===== config.mk =====
export PLATFORM = sky130hd
export DESIGN_NAME = haptic_kick_run_brake_sequencer_flat
export DESIGN_NICKNAME = d
export VERILOG_FILES = /design/src/hkrb_pkg.sv /design/src/hkrb_ifs.sv /design/src/hkrb_duty_map.sv /design/src/haptic_kick_run_brake_sequencer.sv /design/src/flat_wrapper.sv
export SDC_FILE = /design/constraint.sdc
export NUM_CORES = 1
export LEC_CHECK = 0
export BUFFER_PORTS_ARGS = -buffer_cell sky130_fd_sc_hd__buf_2
export CAP_MARGIN = 20
export CORE_MARGIN = 1.5
export CORE_UTILIZATION = 45
export DETAILED_ROUTE_END_ITERATION = 7
export PLACE_DENSITY = 0.62
export SYNTH_ARGS = -nofsm -noshare
export SYNTH_HDL_FRONTEND = slang
export SYNTH_HIERARCHICAL = 1
export SYNTH_SLANG_ARGS = --single-unit
export TNS_END_PERCENT = 20

===== constraint.sdc =====
create_clock -name i_clk -period 10.24 [get_ports i_clk]
set_input_delay 0.512 -clock i_clk [delete_from_list [all_inputs] [get_ports i_clk]]
set_output_delay 0.512 -clock i_clk [all_outputs]
set_load 0.005 [all_outputs]

===== src/hkrb_pkg.sv =====
package hkrb_pkg;

    typedef enum logic [2:0] {
        PH_STOP  = 3'd0,
        PH_BRAKE = 3'd1,
        PH_START = 3'd2,
        PH_KICK  = 3'd3,
        PH_RUN   = 3'd4
    } t_phase;

    typedef enum logic [2:0] {
        CFG_MOTOR_GAIN   = 3'd0,
        CFG_PERIOD_COUNT = 3'd1,
        CFG_BRAKE_GAIN   = 3'd2,
        CFG_BRAKE_MS     = 3'd3,
        CFG_KICK_MS      = 3'd4,
        CFG_SETTLE_MS    = 3'd5,
        CFG_MIN_ON_MS    = 3'd6,
        CFG_MAX_ON_MS    = 3'd7
    } t_cfg_idx;

    localparam logic [6:0]  GAIN_MAX         = 7'd100;
    localparam logic [8:0]  PERIOD_RESET     = 9'd128;
    localparam logic [14:0] MAX_ON_RESET     = 15'd30000;
    localparam logic [15:0] SINCE_MAX        = 16'hffff;

    typedef struct packed {
        logic [6:0]  motor_gain;
        logic [8:0]  period_count;
        logic [6:0]  brake_gain;
        logic [14:0] brake_ms;
        logic [14:0] kick_ms;
        logic [14:0] settle_ms;
        logic [14:0] min_on_ms;
        logic [14:0] max_on_ms;
    } t_cfg;

    typedef struct packed {
        logic [6:0] kick;
        logic [6:0] run;
        logic [6:0] brake;
    } t_duty_set;

    typedef struct packed {
        logic        motor_enable;
        logic        clock_enable;
        logic [6:0]  duty_level;
        logic [7:0]  n_reg;
        logic [7:0]  d_reg;
        t_phase      phase;
        logic [14:0] remaining_ms;
    } t_result;

endpackage


===== src/hkrb_ifs.sv =====
interface hkrb_in_if;
    logic        valid;
    logic        ready;
    logic        cmd;
    logic [15:0] duration_ms;

    modport source (output valid, cmd, duration_ms, input ready);
    modport sink (input valid, cmd, duration_ms, output ready);
endinterface

interface hkrb_out_if;
    logic        valid;
    logic        ready;
    logic        motor_enable;
    logic        clock_enable;
    logic [6:0]  duty_level;
    logic [7:0]  n_reg;
    logic [7:0]  d_reg;
    logic [2:0]  phase;
    logic [14:0] remaining_ms;

    modport source (output valid, motor_enable, clock_enable, duty_level, n_reg, d_reg,
                    phase, remaining_ms, input ready);
    modport sink (input valid, motor_enable, clock_enable, duty_level, n_reg, d_reg,
                  phase, remaining_ms, output ready);
endinterface


===== src/hkrb_duty_map.sv =====
module hkrb_duty_map import hkrb_pkg::*; #(
    parameter int DUTY_HALF = 64
) (
    input  logic [6:0] i_motor_gain,
    input  logic [6:0] i_brake_gain,
    output t_duty_set  o_duty
);

    typedef logic [6:0] t_lvl_tab [128];

    function automatic t_lvl_tab f_build_tab();
        t_lvl_tab tab;
        int       lv;
        for (int i = 0; i < 128; i++) begin
            lv = (2 * i * (DUTY_HALF - 2) + 100) / 200;
            if (lv == 0 && i != 0) begin
                lv = 1;
            end
            tab[i] = 7'(lv);
        end
        return tab;
    endfunction

    localparam t_lvl_tab   LVL_TAB = f_build_tab();
    localparam logic [8:0] HALF    = 9'(DUTY_HALF);

    logic [6:0] run_mag;
    logic [6:0] brake_mag;
    logic [8:0] kick_d;
    logic [8:0] run_d;
    logic [8:0] brake_d;

    assign run_mag   = (i_motor_gain > GAIN_MAX) ? GAIN_MAX : i_motor_gain;
    assign brake_mag = (i_brake_gain > GAIN_MAX) ? GAIN_MAX : i_brake_gain;

    always_comb begin
        kick_d  = HALF + {2'b00, LVL_TAB[GAIN_MAX]};
        run_d   = (run_mag == '0) ? '0 : HALF + {2'b00, LVL_TAB[run_mag]};
        brake_d = (brake_mag == '0) ? '0 : HALF - {2'b00, LVL_TAB[brake_mag]};
    end

    assign o_duty.kick  = kick_d[6:0];
    assign o_duty.run   = run_d[6:0];
    assign o_duty.brake = brake_d[6:0];

endmodule


===== src/haptic_kick_run_brake_sequencer.sv =====
// Haptic motor sequencer: stop, kick, run and brake phases for a vibration motor
// driven by a dual-edge PWM clock generator.
// Input channel i_in: one beat is a one-millisecond tick (cmd 0) or a vibration
// request (cmd 1) with duration_ms; a zero duration asks for a stop.
// Output channel o_out: one beat per input beat, carrying the motor and clock
// enables, the duty level, the N and D register bytes, the phase and the
// remaining time.
// Configuration: i_cfg_we writes i_cfg_data into register i_cfg_idx.
// The result beat is registered and appears in the cycle after its input beat is accepted.
// Throughput: one beat per cycle while the receiver is ready; the whole step of
// the phase sequencer is a single pass of logic between the state registers and
// the result register. A new input beat is taken while a finished result waits,
// as long as the result register is emptied in that same cycle; a stalled receiver
// holds the result and blocks only further input beats.
// Reset (synchronous, active low) stops the motor, clears all timers and pending
// actions and loads the configuration defaults.
module haptic_kick_run_brake_sequencer import hkrb_pkg::*; #(
    parameter int DUTY_HALF  = 64,
    parameter int TIMER_BITS = 16
) (
    input  logic        i_clk,
    input  logic        i_rst_n,
    input  logic        i_cfg_we,
    input  logic [2:0]  i_cfg_idx,
    input  logic [14:0] i_cfg_data,
    hkrb_in_if.sink     i_in,
    hkrb_out_if.source  o_out
);

    localparam logic [31:0] TIMER_MAX = 32'((64'd1 << TIMER_BITS) - 64'd1);

    typedef struct packed {
        t_phase                phase;
        logic [TIMER_BITS-1:0] timer;
        logic                  running;
        logic [14:0]           on_dur;
        logic [15:0]           since;
        logic                  on_pend;
        logic [TIMER_BITS-1:0] on_dly;
        logic                  off_pend;
        logic [14:0]           off_dly;
        logic                  pin;
        logic                  cbcr;
        logic [7:0]            n_hold;
        logic [6:0]            duty;
    } t_core;

    t_cfg       r_cfg;
    t_core      r_core;
    t_core      n_core;
    t_result    r_res;
    t_result    n_res;
    logic       r_valid;
    t_duty_set  duty_set;
    logic [8:0] period_m1;
    logic [7:0] n_byte;
    logic       run_stop;
    logic       accept;

    hkrb_duty_map #(
        .DUTY_HALF(DUTY_HALF)
    ) u_duty_map (
        .i_motor_gain(r_cfg.motor_gain),
        .i_brake_gain(r_cfg.brake_gain),
        .o_duty      (duty_set)
    );

    function automatic logic [TIMER_BITS-1:0] f_load(input logic [15:0] ms);
        logic [31:0] w;
        w = {16'b0, ms};
        if (w == '0) begin
            w = 32'd1;
        end
        if (w > TIMER_MAX) begin
            w = TIMER_MAX;
        end
        return w[TIMER_BITS-1:0];
    endfunction

    function automatic t_core f_drive(input t_core s, input logic stop, input t_cfg c,
                                      input t_duty_set d, input logic [7:0] nb);
        t_core  r;
        t_phase nx;
        r = s;
        if (stop) begin
            if (s.phase != PH_STOP && s.phase != PH_BRAKE && c.brake_ms != '0) begin
                r.n_hold  = nb;
                r.duty    = d.brake;
                r.cbcr    = 1'b1;
                r.phase   = PH_BRAKE;
                r.timer   = f_load({1'b0, c.brake_ms});
                r.running = 1'b1;
            end else begin
                r.pin   = 1'b0;
                r.cbcr  = 1'b0;
                r.phase = PH_STOP;
            end
        end else begin
            unique case (s.phase)
                PH_STOP, PH_BRAKE: nx = (c.kick_ms != '0) ? PH_KICK : PH_START;
                PH_KICK, PH_START: nx = PH_RUN;
                default:           nx = s.phase;
            endcase
            r.off_pend = 1'b0;
            r.off_dly  = '0;
            if (!(s.phase == PH_KICK && s.running)) begin
                r.n_hold  = nb;
                r.cbcr    = 1'b1;
                r.pin     = 1'b1;
                r.phase   = nx;
                r.running = 1'b1;
                if (nx == PH_KICK) begin
                    r.duty  = d.kick;
                    r.timer = f_load({1'b0, c.kick_ms});
                end else begin
                    r.duty  = d.run;
                    r.timer = f_load({1'b0, s.on_dur} + {1'b0, c.settle_ms});
                end
            end
        end
        return r;
    endfunction

    assign period_m1 = r_cfg.period_count - 9'd1;
    assign n_byte    = ~period_m1[7:0];
    assign run_stop  = (r_cfg.motor_gain == '0);
    assign accept    = i_in.valid && i_in.ready;

    assign i_in.ready = !r_valid || o_out.ready;

    always_comb begin
        t_core                 s;
        logic [14:0]           req;
        logic [TIMER_BITS-1:0] dly;
        logic                  stop_ok;
        s       = r_core;
        req     = '0;
        dly     = '0;
        stop_ok = 1'b0;
        if (!i_in.cmd) begin
            if (s.since != SINCE_MAX) begin
                s.since = s.since + 16'd1;
            end
            if (s.running) begin
                if (s.timer != '0) begin
                    s.timer = s.timer - TIMER_BITS'(1);
                end
                if (s.timer == '0) begin
                    s.running = 1'b0;
                    if (s.phase == PH_KICK) begin
                        if (!s.on_pend) begin
                            s = f_drive(s, run_stop, r_cfg, duty_set, n_byte);
                        end
                    end else if (!s.off_pend) begin
                        s = f_drive(s, 1'b1, r_cfg, duty_set, n_byte);
                    end
                end
            end
            if (s.on_pend) begin
                if (s.on_dly != '0) begin
                    s.on_dly = s.on_dly - TIMER_BITS'(1);
                end
                if (s.on_dly == '0) begin
                    s.on_pend = 1'b0;
                    s = f_drive(s, run_stop, r_cfg, duty_set, n_byte);
                end
            end
            if (s.off_pend) begin
                if (s.off_dly != '0) begin
                    s.off_dly = s.off_dly - 15'd1;
                end
                if (s.off_dly == '0) begin
                    s.off_pend = 1'b0;
                    s = f_drive(s, 1'b1, r_cfg, duty_set, n_byte);
                end
            end
        end else if (i_in.duration_ms != '0) begin
            if (i_in.duration_ms > {1'b0, r_cfg.max_on_ms}) begin
                req = r_cfg.max_on_ms;
            end else begin
                req = i_in.duration_ms[14:0];
            end
            s.since  = '0;
            s.on_dur = req;
            if (s.phase == PH_BRAKE && s.running) begin
                dly = s.timer;
            end
            if (!s.on_pend) begin
                if (dly == '0) begin
                    s = f_drive(s, run_stop, r_cfg, duty_set, n_byte);
                end else begin
                    s.on_pend = 1'b1;
                    s.on_dly  = dly;
                end
            end
        end else begin
            stop_ok = !(r_cfg.min_on_ms != '0 && s.on_dur < r_cfg.min_on_ms);
            if (stop_ok && ({1'b0, s.since} + 17'd1 < {2'b00, s.on_dur})
                    && !s.off_pend) begin
                if (r_cfg.settle_ms == '0) begin
                    s = f_drive(s, 1'b1, r_cfg, duty_set, n_byte);
                end else begin
                    s.off_pend = 1'b1;
                    s.off_dly  = r_cfg.settle_ms;
                end
            end
        end
        n_core = s;
    end

    always_comb begin
        n_res.motor_enable = n_core.pin;
        n_res.clock_enable = n_core.cbcr;
        n_res.duty_level   = n_core.duty;
        n_res.n_reg        = n_core.n_hold;
        n_res.d_reg        = ~{n_core.duty, 1'b0};
        n_res.phase        = n_core.phase;
        if (!n_core.running) begin
            n_res.remaining_ms = '0;
        end else if (n_core.timer < TIMER_BITS'(n_core.on_dur)) begin
            n_res.remaining_ms = n_core.timer[14:0];
        end else begin
            n_res.remaining_ms = n_core.on_dur;
        end
    end

    always_ff @(posedge i_clk) begin
        if (!i_rst_n) begin
            r_cfg.motor_gain   <= '0;
            r_cfg.period_count <= PERIOD_RESET;
            r_cfg.brake_gain   <= '0;
            r_cfg.brake_ms     <= '0;
            r_cfg.kick_ms      <= '0;
            r_cfg.settle_ms    <= '0;
            r_cfg.min_on_ms    <= '0;
            r_cfg.max_on_ms    <= MAX_ON_RESET;
        end else if (i_cfg_we) begin
            unique case (t_cfg_idx'(i_cfg_idx))
                CFG_MOTOR_GAIN:   r_cfg.motor_gain   <= i_cfg_data[6:0];
                CFG_PERIOD_COUNT: r_cfg.period_count <= i_cfg_data[8:0];
                CFG_BRAKE_GAIN:   r_cfg.brake_gain   <= i_cfg_data[6:0];
                CFG_BRAKE_MS:     r_cfg.brake_ms     <= i_cfg_data;
                CFG_KICK_MS:      r_cfg.kick_ms      <= i_cfg_data;
                CFG_SETTLE_MS:    r_cfg.settle_ms    <= i_cfg_data;
                CFG_MIN_ON_MS:    r_cfg.min_on_ms    <= i_cfg_data;
                CFG_MAX_ON_MS:    r_cfg.max_on_ms    <= i_cfg_data;
                default:          r_cfg.max_on_ms    <= r_cfg.max_on_ms;
            endcase
        end
    end

    always_ff @(posedge i_clk) begin
        if (!i_rst_n) begin
            r_core  <= '0;
            r_valid <= 1'b0;
        end else begin
            if (accept) begin
                r_core  <= n_core;
                r_valid <= 1'b1;
            end else if (o_out.ready) begin
                r_valid <= 1'b0;
            end
        end
    end

    always_ff @(posedge i_clk) begin
        if (accept) begin
            r_res <= n_res;
        end
    end

    assign o_out.valid        = r_valid;
    assign o_out.motor_enable = r_res.motor_enable;
    assign o_out.clock_enable = r_res.clock_enable;
    assign o_out.duty_level   = r_res.duty_level;
    assign o_out.n_reg        = r_res.n_reg;
    assign o_out.d_reg        = r_res.d_reg;
    assign o_out.phase        = r_res.phase;
    assign o_out.remaining_ms = r_res.remaining_ms;

endmodule


===== src/flat_wrapper.sv =====
// flat-port wrapper written by rule: the top's interface ports become plain ports
module haptic_kick_run_brake_sequencer_flat import hkrb_pkg::*;
#(
    parameter int DUTY_HALF  = 64,
    parameter int TIMER_BITS = 16
)
  (i_clk, i_rst_n, i_cfg_we, i_cfg_idx, i_cfg_data, i_in_valid, i_in_cmd, i_in_duration_ms, i_in_ready, o_out_valid, o_out_motor_enable, o_out_clock_enable, o_out_duty_level, o_out_n_reg, o_out_d_reg, o_out_phase, o_out_remaining_ms, o_out_ready);
  hkrb_in_if i_in_i ();
  hkrb_out_if o_out_i ();
  input  logic i_clk;
  input  logic i_rst_n;
  input  logic i_cfg_we;
  input  logic [2:0] i_cfg_idx;
  input  logic [14:0] i_cfg_data;
  input wire logic [$bits(i_in_i.valid)-1:0] i_in_valid;
  input wire logic [$bits(i_in_i.cmd)-1:0] i_in_cmd;
  input wire logic [$bits(i_in_i.duration_ms)-1:0] i_in_duration_ms;
  output wire logic [$bits(i_in_i.ready)-1:0] i_in_ready;
  output wire logic [$bits(o_out_i.valid)-1:0] o_out_valid;
  output wire logic [$bits(o_out_i.motor_enable)-1:0] o_out_motor_enable;
  output wire logic [$bits(o_out_i.clock_enable)-1:0] o_out_clock_enable;
  output wire logic [$bits(o_out_i.duty_level)-1:0] o_out_duty_level;
  output wire logic [$bits(o_out_i.n_reg)-1:0] o_out_n_reg;
  output wire logic [$bits(o_out_i.d_reg)-1:0] o_out_d_reg;
  output wire logic [$bits(o_out_i.phase)-1:0] o_out_phase;
  output wire logic [$bits(o_out_i.remaining_ms)-1:0] o_out_remaining_ms;
  input wire logic [$bits(o_out_i.ready)-1:0] o_out_ready;
  assign i_in_i.valid = i_in_valid;
  assign i_in_i.cmd = i_in_cmd;
  assign i_in_i.duration_ms = i_in_duration_ms;
  assign i_in_ready = i_in_i.ready;
  assign o_out_valid = o_out_i.valid;
  assign o_out_motor_enable = o_out_i.motor_enable;
  assign o_out_clock_enable = o_out_i.clock_enable;
  assign o_out_duty_level = o_out_i.duty_level;
  assign o_out_n_reg = o_out_i.n_reg;
  assign o_out_d_reg = o_out_i.d_reg;
  assign o_out_phase = o_out_i.phase;
  assign o_out_remaining_ms = o_out_i.remaining_ms;
  assign o_out_i.ready = o_out_ready;
  haptic_kick_run_brake_sequencer #(.DUTY_HALF(DUTY_HALF), .TIMER_BITS(TIMER_BITS)) u_core (.i_clk(i_clk), .i_rst_n(i_rst_n), .i_cfg_we(i_cfg_we), .i_cfg_idx(i_cfg_idx), .i_cfg_data(i_cfg_data), .i_in(i_in_i), .o_out(o_out_i));
endmodule

# Word level (Yosys, flattened, before mapping)
# Memories as Yosys holds them, arrays and structs flattened.
# Index checks and enable logic that the tools add are counted.
# word_totals
regBits	242
rom_bits	1792
out_inout_bits	45
elab_cells	339
mem_count	2
# op_classes
add_sub_neg	11
magnitude_cmp	20
eq_ne	27
mux	187
bitwise_logic	4
reduce_logical	59
# memory_table
memory	words	width	read_ports	rd_clocked_by_memory_dff	write_ports	line	source
(name not given)	128	7	1	0	0	hkrb_duty_map.sv:39	brake_d = (brake_mag == '0) ? '0 : HALF - {2'b00, LVL_TAB[brake_mag]};
(name not given)	128	7	1	0	0	hkrb_duty_map.sv:38	run_d = (run_mag == '0) ? '0 : HALF + {2'b00, LVL_TAB[run_mag]};
# ops
cell	n
$mux W32	69
$mux W101	15
$mux W16	31
$gt A32 B16 Y1 const B	12
$mux W17	13
$mux W15	12
$mux W20	5
$logic_not A16 Y1	6
$mux W7	11
$mux W68	1
$logic_not A15 Y1	4
$reduce_bool A15 Y1	4
$mux W51	1
$add A15 B15 Y16	3
$reduce_bool A16 Y1	3
$mux W3	14
$mux W33	1
$sub A16 B1 Y16 const B	2
$eq A3 B2 Y1 const B	9
$logic_not A7 Y1	3
$reduce_and A2 Y1	9
$add A16 B1 Y17 const B	1
$lt A17 B15 Y1	1
$add A16 B1 Y16 const B	1
30 further kinds	77

# Logic depth before layout (Yosys ltp)
# Gate-level depths: netlist (run 1).
# logic_depth
word_depth	65
mapped_depth	40
depth_no_buf	37

# Modules after synthesis
# Netlist (run 1), hierarchy kept.
# modules_own_cells
module	instances	cells_each	area_per_inst_um2	seq_area_each_um2
haptic_kick_run_brake_sequencer	1	2526	18547.8	5245.0
hkrb_duty_map	1	305	1881.8	0.0

# Least setup slack after synthesis (run 1)
# OpenSTA, ideal clock, no wires.
# synth_path
kind	register to register
from	register u_core/r_core[82] (netlist bit)
to	register u_core.r_res (netlist bit u_core/o_out.remaining_ms[2]) (data pin)
setup_time_ps	261
t_arrival_ps	7298
required_time_ps	9979
slack_ps	2681
path_stages_with_launch	37
n_path_buf	4
path_cell_list	dfxtp_1 > clkbuf_1 > inv_1 > ha_1 > nor3b_2 > nand2_2 > or4_1 > a311oi_2 > nand4_1 > a21boi_1 > clkbuf_1 > nand2_1 > ha_1 > inv_1 > nor3_1 > nand2_1 > or3_1 > a221oi_1 > a21oi_2 > and3_1 > a21oi_2 > buf_2 > nor2_1 > a211o_1 > ha_1 > a21o_1 > a21o_1 > a21oi_1 > a211oi_1 > a21oi_1 > nand2_1 > a21o_1 > a221oi_1 > o21ai_2 > buf_6 > mux2i_1 > nor2_1
# synth_lines
element	line	source
start, declared	haptic_kick_run_brake_sequencer.sv:49	t_core r_core;
start signal, assigned	haptic_kick_run_brake_sequencer.sv:258	r_core <= n_core;
end signal, assigned	haptic_kick_run_brake_sequencer.sv:268	r_res <= n_res;
end, declared	haptic_kick_run_brake_sequencer.sv:51	t_result r_res;

==> out/results.ini, run 1 <==
[timing]
setup_tns_ns = 0
max_freq_mhz = 110.2
fin_crit_sh_pct = 88.65
rsz0062_at_grt = no
setup_viol = 0
final-hold-violation-count = 0
worst_slew_pin_slew_ns = 1.087
min_period_ns = 9.078
slew_viol_final = 0
worst_clock_skew_ns = 0.06078
slew_headroom_pct = 26.91

[finish]
final_nets = 2985
diodes = 0
largest-register = u_core/r_core
largest_reg_flops = 101
fillers = 4529
drive_gt1_share_pct = 9.744
fin_cells = 3445
area_growth_pct = 9.701

[grt]
grt_pass1_wl_um = 131200
antenna_found_initial = 2
grt_pass1_vias = 20409
use_met3_pct = 6.667
grt_overflow = 0
gr-max-usage-layer = met2
met2_usage_pct = 55.22
grt_usage_pct = 36.74
grtUsageMet1_pct = 50.81
grt_start_max_net_pins = 96

[power]
peakVddDrop_mv = 0.1401
p_leak_nw = 8.928
powerDensity_nw_per_um2 = 133.9

[critical_path]
startpoint_type = register
end_kind = register
cp_slowest_cell = a21boi_1
critPathMostFrequentCell = ha_1
critical-path-max-stage-delay_ns = 0.71
crit_fanout = 15
critPathTopFamily = compound AO/OA/AOI/OAI gates
path_buf_inv = 3
critPathKind = register to register
cp.required_ns = 10.54
cp_data_arrival_time_ns = 9.38

[clock_tree]
clock_latency_ns = 0.63
cts_resized = 0
clock_path_buffers = 3
cts-htree-levels = 1
cts_made_buffers = 30
root_buffer = clkbuf_16
clk_pin_slew_ns = 0.06
cts_setup_buffers = 0
cts_sinks = 241
cts_tree = built
cts_hold_buffers = 0

[route]
vias = 22574
drtIter0Drc = 3294
wl_um = 88800
drcViolationCount = 0
ant_nets = 0
first_pass_iters = 7
drt-vias-per-instance = 6.553
wl_per_cell_um = 25.78

[flow_run]
max_cap_violations = 0

[synth]
synth_top_area_share_pct = 19.50
ys_seq_area_share_pct = 25.67
synth_area_um2 = 20430
yosysWarnings = 6
post-synth-top-count-cell = nand2_1
yosys.area.top_type = dfxtp_1
synth_top_cells_by_area = dfxtp_1 (20%), nand2_1 (7.7%), a21oi_1 (6.9%)
async_flop_share_pct = 0
yosys-top-cells-count = nand2_1 (418), nor2_1 (299), a21oi_1 (281)
synth_edf_count = 42
yosysUniqueCellTypes = 113
syn_avg_cell_area_um2 = 7.216
syn_inst = 2831
ys_ff_latch = 241
ys.flop_type = dfxtp_1

[place]
dp.cells = 3389
port_buffers = 83
dpl.hpwl_um = 66060
gp_congestion = 1.081

[floorplan]
fp.dieArea_um2 = 46690
rows = 77
start_util_pct = 45.90
die-width_um = 216.1
core_um2 = 44510
ioPinCount = 85
die_h_um = 216.1

[outcome]
status = completed

[min_path]
min_path_type = primary input to register

metal layers:
| layer | vias to the layer above | wire, µm |
|---|---|---|
| met3 | 246 | 8606 |
| li1 | 10318 | - |
| met2 | 1319 | 37760 |
| met5 | - | 11 |
| met4 | 2 | 4903 |
| met1 | 10689 | 37510 |
cell families after synthesis:
family	after synthesis	share of synthesized area [%]
AOI/OAI and AO/OA	882	28.39
DFF	241	25.67
adders and majority gates	114	7.055
other	3	0.05512
xor gates and xnor gates	67	2.872
and+or+nand+nor	1129	25.88
buffers and inverters	320	6.259
muxes	75	3.816
worst reg2reg max path: cells and delay by family, from the launching register on:
kind                     cells  cell delay [ns]
flip-flops                   1             0.42
buffers and inverters        3             0.67
adder cells (fa/ha/maj)      3             0.91
AND/OR/NAND/NOR             12             2.70
multiplexers                 1             0.26
AO/OA/AOI/OAI               14             3.84
layout by cell type, fill, tap and decap left out, types with 24 or more instances in the layout:
cell	synthesis	layout
ha_1	112	112
buf_4	8	64
clkbuf_16	0	31
xnor2_1	32	32
edfxtp_1	42	42
nand2_1	418	417
mux2i_1	58	58
a21oi_1	281	281
nor4_1	44	43
o211ai_1	38	38
or3_1	25	25
a211oi_1	41	41
dfxtp_1	199	199
a21o_1	27	27
o21ai_0	150	150
xor2_1	35	35
nor2_1	299	298
a31oi_1	24	24
nand3_1	57	57
inv_1	128	127
nand4_1	37	37
buf_2	12	84
o22ai_1	24	24
nor3_1	88	86
a22oi_1	38	38
metrics by stage:
step                      util [%]  power [mW]  hold WS [ns]  setup WS [ns]  cell area (µm²)
after floorplan                  -       1.600        0.4325          2.681            20450
after global placement       47.98       1.893        0.4420          1.518            21360
after detailed placement     48.02       1.897        0.4476          1.401            21370
after CTS                    50.30       2.994        0.1709          1.334            22390
after global routing         50.35       3.115        0.2080         0.6315            22410
final                        50.35       3.001        0.1936          1.163            22410
layout make-up:
type,count,area [µm²],share of cell area [%]
timing repair buffer,151,935.9,4.176
multi-input combinational,2275,13980,62.36
inverter,132,498.0,2.222
tap,592,740.7,3.305
sequential,241,5245,23.40
clock buffer,44,884.6,3.947
clock inverter,10,131.4,0.5862
path summary, 6_finish.rpt:
kind	start	end	slack (ns)	depth (start not counted)
max	u_core/r_core[82]	u_core/o_out.remaining_ms[14]	1.16	33
min	i_in_valid	u_core/o_out.valid	0.19	3
max reg2reg	u_core/r_core[82]	u_core/o_out.remaining_ms[14]	1.16	33
min reg2reg	u_core/r_core[13]	u_core/r_core[13]	0.46	2
power breakdown:
group | internal (mW) | switching [mW] | total, mW
registers | 1.01 | 0.0591 | 1.07
clock network | 0.647 | 0.445 | 1.09
logic | 0.286 | 0.554 | 0.840
total | 1.94 | 1.06 | 3.00
Note: power is estimated with default switching activity, not from simulation.
==> run 2, diff against run 1 <==
RECOVER_POWER = 100   (was not set)
==> run 2 against run 1 <==
  * Sequential cell count is the same
  * Critical path type unchanged
  * Core utilization shrank 0.15 points
  * Via count shrank 0.19%
  * The run now ends with capacitance limit, slew limit left
  * Combinational power is essentially flat
  * Sequential power is essentially flat
  * Routed wire length shrank 0.10%
  * Final cell count is the same
==> out/results.ini, run 2 (synthesized netlist as in run 1, its figures left out) <==
[route]
drt-vias-per-instance = 6.540  ; was 6.553
drcViolationCount = 0  ; unchanged
wl_per_cell_um = 25.75  ; was 25.78 µm
first_pass_iters = 6  ; was 7
drtIter0Drc = 3129  ; was 3294
ant_nets = 0  ; unchanged
vias = 22531  ; was 22.57k
wl_um = 88710  ; was 88800 µm

[power]
powerDensity_nw_per_um2 = 134.1  ; was 133.9 nW/µm²
power.combinational.fraction_pct = 27.9  ; was 28.0%
p_clk_share_pct = 36.4  ; about the same
seq_power_share_pct = 35.7  ; was 35.6%
peakVddDrop_mv = 0.1397  ; was 0.1401 mV
p_switching_mw = 1.056  ; was 1.058 mW
intPower_mw = 1.941  ; was 1.943 mW
p_leak_nw = 8.855  ; was 8.928 nW
switching_share_pct = 35.23  ; was 35.25%

[grt]
antenna_found_initial = 2  ; unchanged
grt_pass1_wl_um = 131200  ; unchanged
grt_pass1_vias = 20409  ; unchanged
grt_usage_pct = 36.74  ; unchanged
grt_overflow = 0  ; unchanged
grt_start_max_net_pins = 96  ; unchanged

[floorplan]
core_um2 = 44510  ; unchanged
ioPinCount = 85  ; unchanged
start_util_pct = 45.90  ; unchanged
rows = 77  ; unchanged
fp.dieArea_um2 = 46690  ; unchanged
die_h_um = 216.1  ; unchanged
die-width_um = 216.1  ; unchanged

[finish]
largest_reg_flops = 101  ; unchanged
largest-register = u_core/r_core  ; unchanged
final_cell_mix = nand2_1 (418), nor2_1 (299), a21oi_1 (281), dfxtp_1 (199), o21ai_0 (158)  ; was nand2_1 (417), nor2_1 (298), a21oi_1 (281), dfxtp_1 (199), o21ai_0 (150)
multi_input_area_um2 = 13950  ; was 13980 µm²
drive_gt1_share_pct = 8.552  ; was 9.744%
fillers = 4542  ; was 4529
diodes = 0  ; unchanged
final_nets = 2985  ; unchanged
fin_cells = 3445  ; unchanged
area_growth_pct = 9.377  ; was 9.701%
layout_commonest_cell = nand2_1  ; unchanged
regArea_um2 = 5245  ; unchanged

[critical_path]
worst-r2r-setup-slack_ns = 0.92  ; was 1.16 ns
critical-path-max-stage-delay_ns = 0.72  ; was 0.71 ns
critPathKind = register to register  ; unchanged
crit_fanout = 15  ; unchanged
cp_data_arrival_time_ns = 9.61  ; was 9.38 ns
critPathMostFrequentCell = nand2_1  ; was ha_1
startpoint_type = register  ; unchanged
cp_slowest_cell = a21boi_1  ; unchanged
cp.required_ns = 10.53  ; was 10.54 ns
end_kind = register  ; unchanged
ff2ff_path_depth = 34  ; was 33

[timing]
worst_slew_pin_slew_ns = 4.200  ; was 1.087 ns
worst_clock_skew_ns = 0.05960  ; was 0.06078 ns
min_period_ns = 9.324  ; was 9.078 ns
slew_headroom_pct = -180.0  ; was 26.91%
max_freq_mhz = 107.2  ; was 110.2 MHz
rsz0062_at_grt = no  ; unchanged
fin_crit_sh_pct = 91.06  ; was 88.65%
slew_viol_final = 258  ; was 0
setup_tns_ns = 0  ; unchanged
final-hold-violation-count = 0  ; unchanged
setup_viol = 0  ; unchanged

[clock_tree]
clock_latency_ns = 0.63  ; about the same
cts_hold_buffers = 0  ; unchanged
cts_made_buffers = 30  ; unchanged
cts_setup_buffers = 0  ; unchanged
clk_pin_slew_ns = 0.06  ; about the same
cts-htree-levels = 1  ; unchanged
cts_sinks = 241  ; unchanged
clock_path_buffers = 3  ; unchanged
root_buffer = clkbuf_16  ; unchanged
cts_resized = 0  ; unchanged
cts_tree = built  ; unchanged

[outcome]
status = finished, violations left  ; was completed
violations = capacitance limit, slew limit

[flow_run]
max_cap_violations = 4  ; was 0

[min_path]
whs_path_depth = 3  ; unchanged
min_path_type = primary input to register  ; unchanged

[place]
gp_congestion = 1.081  ; unchanged
dp.cells = 3389  ; unchanged
port_buffers = 83  ; unchanged
dpl.hpwl_um = 66060  ; unchanged

run 2: changes by cell type in the layout (fill, tap and decap cells not counted), moves of 4 or more:
cell,before,now
mux2_2,13,9
buf_2,84,66
o21ai_0,150,158
mux2_1,2,6
o21ai_1,20,12
clkbuf_1,7,30
buf_4,64,59
run 2: cell type report:
class	instances	area share (%)
repair buffers	151	4.004
well taps	592	3.315
inverters	132	2.223
clock inverters	10	0.5879
flip-flops and latches	241	23.47
multi-input cells	2275	62.44
clock buffers	44	3.959
run 2: worst max-delay path, delay by kind of cell, from the launching register on:
| kind | cells | cell delay (ns) |
|---|---|---|
| DFF | 1 | 0.42 |
| AOI/OAI and AO/OA | 11 | 3.64 |
| buffers and inverters | 5 | 1.04 |
| muxes | 1 | 0.25 |
| and+or+nand+nor | 14 | 2.90 |
| adders and majority gates | 3 | 0.76 |
run 2: path summary, 6_finish.rpt:
check | startpoint | endpoint
min | i_in_valid | u_core/o_out.valid
max | u_core/r_core[82] | u_core/o_out.remaining_ms[14]
max reg2reg | u_core/r_core[82] | u_core/o_out.remaining_ms[14]
min reg2reg | u_core/r_core[13] | u_core/r_core[13]
run 2: per-layer routing:
metal,routed length [µm],vias up,GRT usage (%)
met5,11,-,0
met4,4954,2,17.20
met3,8376,246,6.667
met2,37630,1256,55.22
met1,37730,10704,50.81
li1,-,10323,-
run 2: stage by stage:
stage | instance area (µm²) | hold WS (ns) | total power, mW | utilization [%] | setup WS (ns)
final | 22350 | 0.1892 | 2.997 | 50.20 | 0.9159
after CTS | 22390 | 0.1709 | 2.994 | 50.30 | 1.334
after global placement | 21360 | 0.4420 | 1.893 | 47.98 | 1.518
after detailed placement | 21370 | 0.4476 | 1.897 | 48.02 | 1.401
after floorplan | 20450 | 0.4325 | 1.600 | - | 2.681
after global routing | 22350 | 0.2008 | 3.112 | 50.20 | 0.3441
run 2: power groups by stage:
stage / sequential [mW] / combinational, mW / clock (mW)
6_report: 1.07 / 0.837 / 1.09
3_3_place_gp: 1.09 / 0.807 / 0
3_5_place_dp: 1.09 / 0.810 / 0
2_1_floorplan: 1.05 / 0.547 / 0
4_1_cts: 1.07 / 0.814 / 1.11
5_1_grt: 1.07 / 0.895 / 1.14
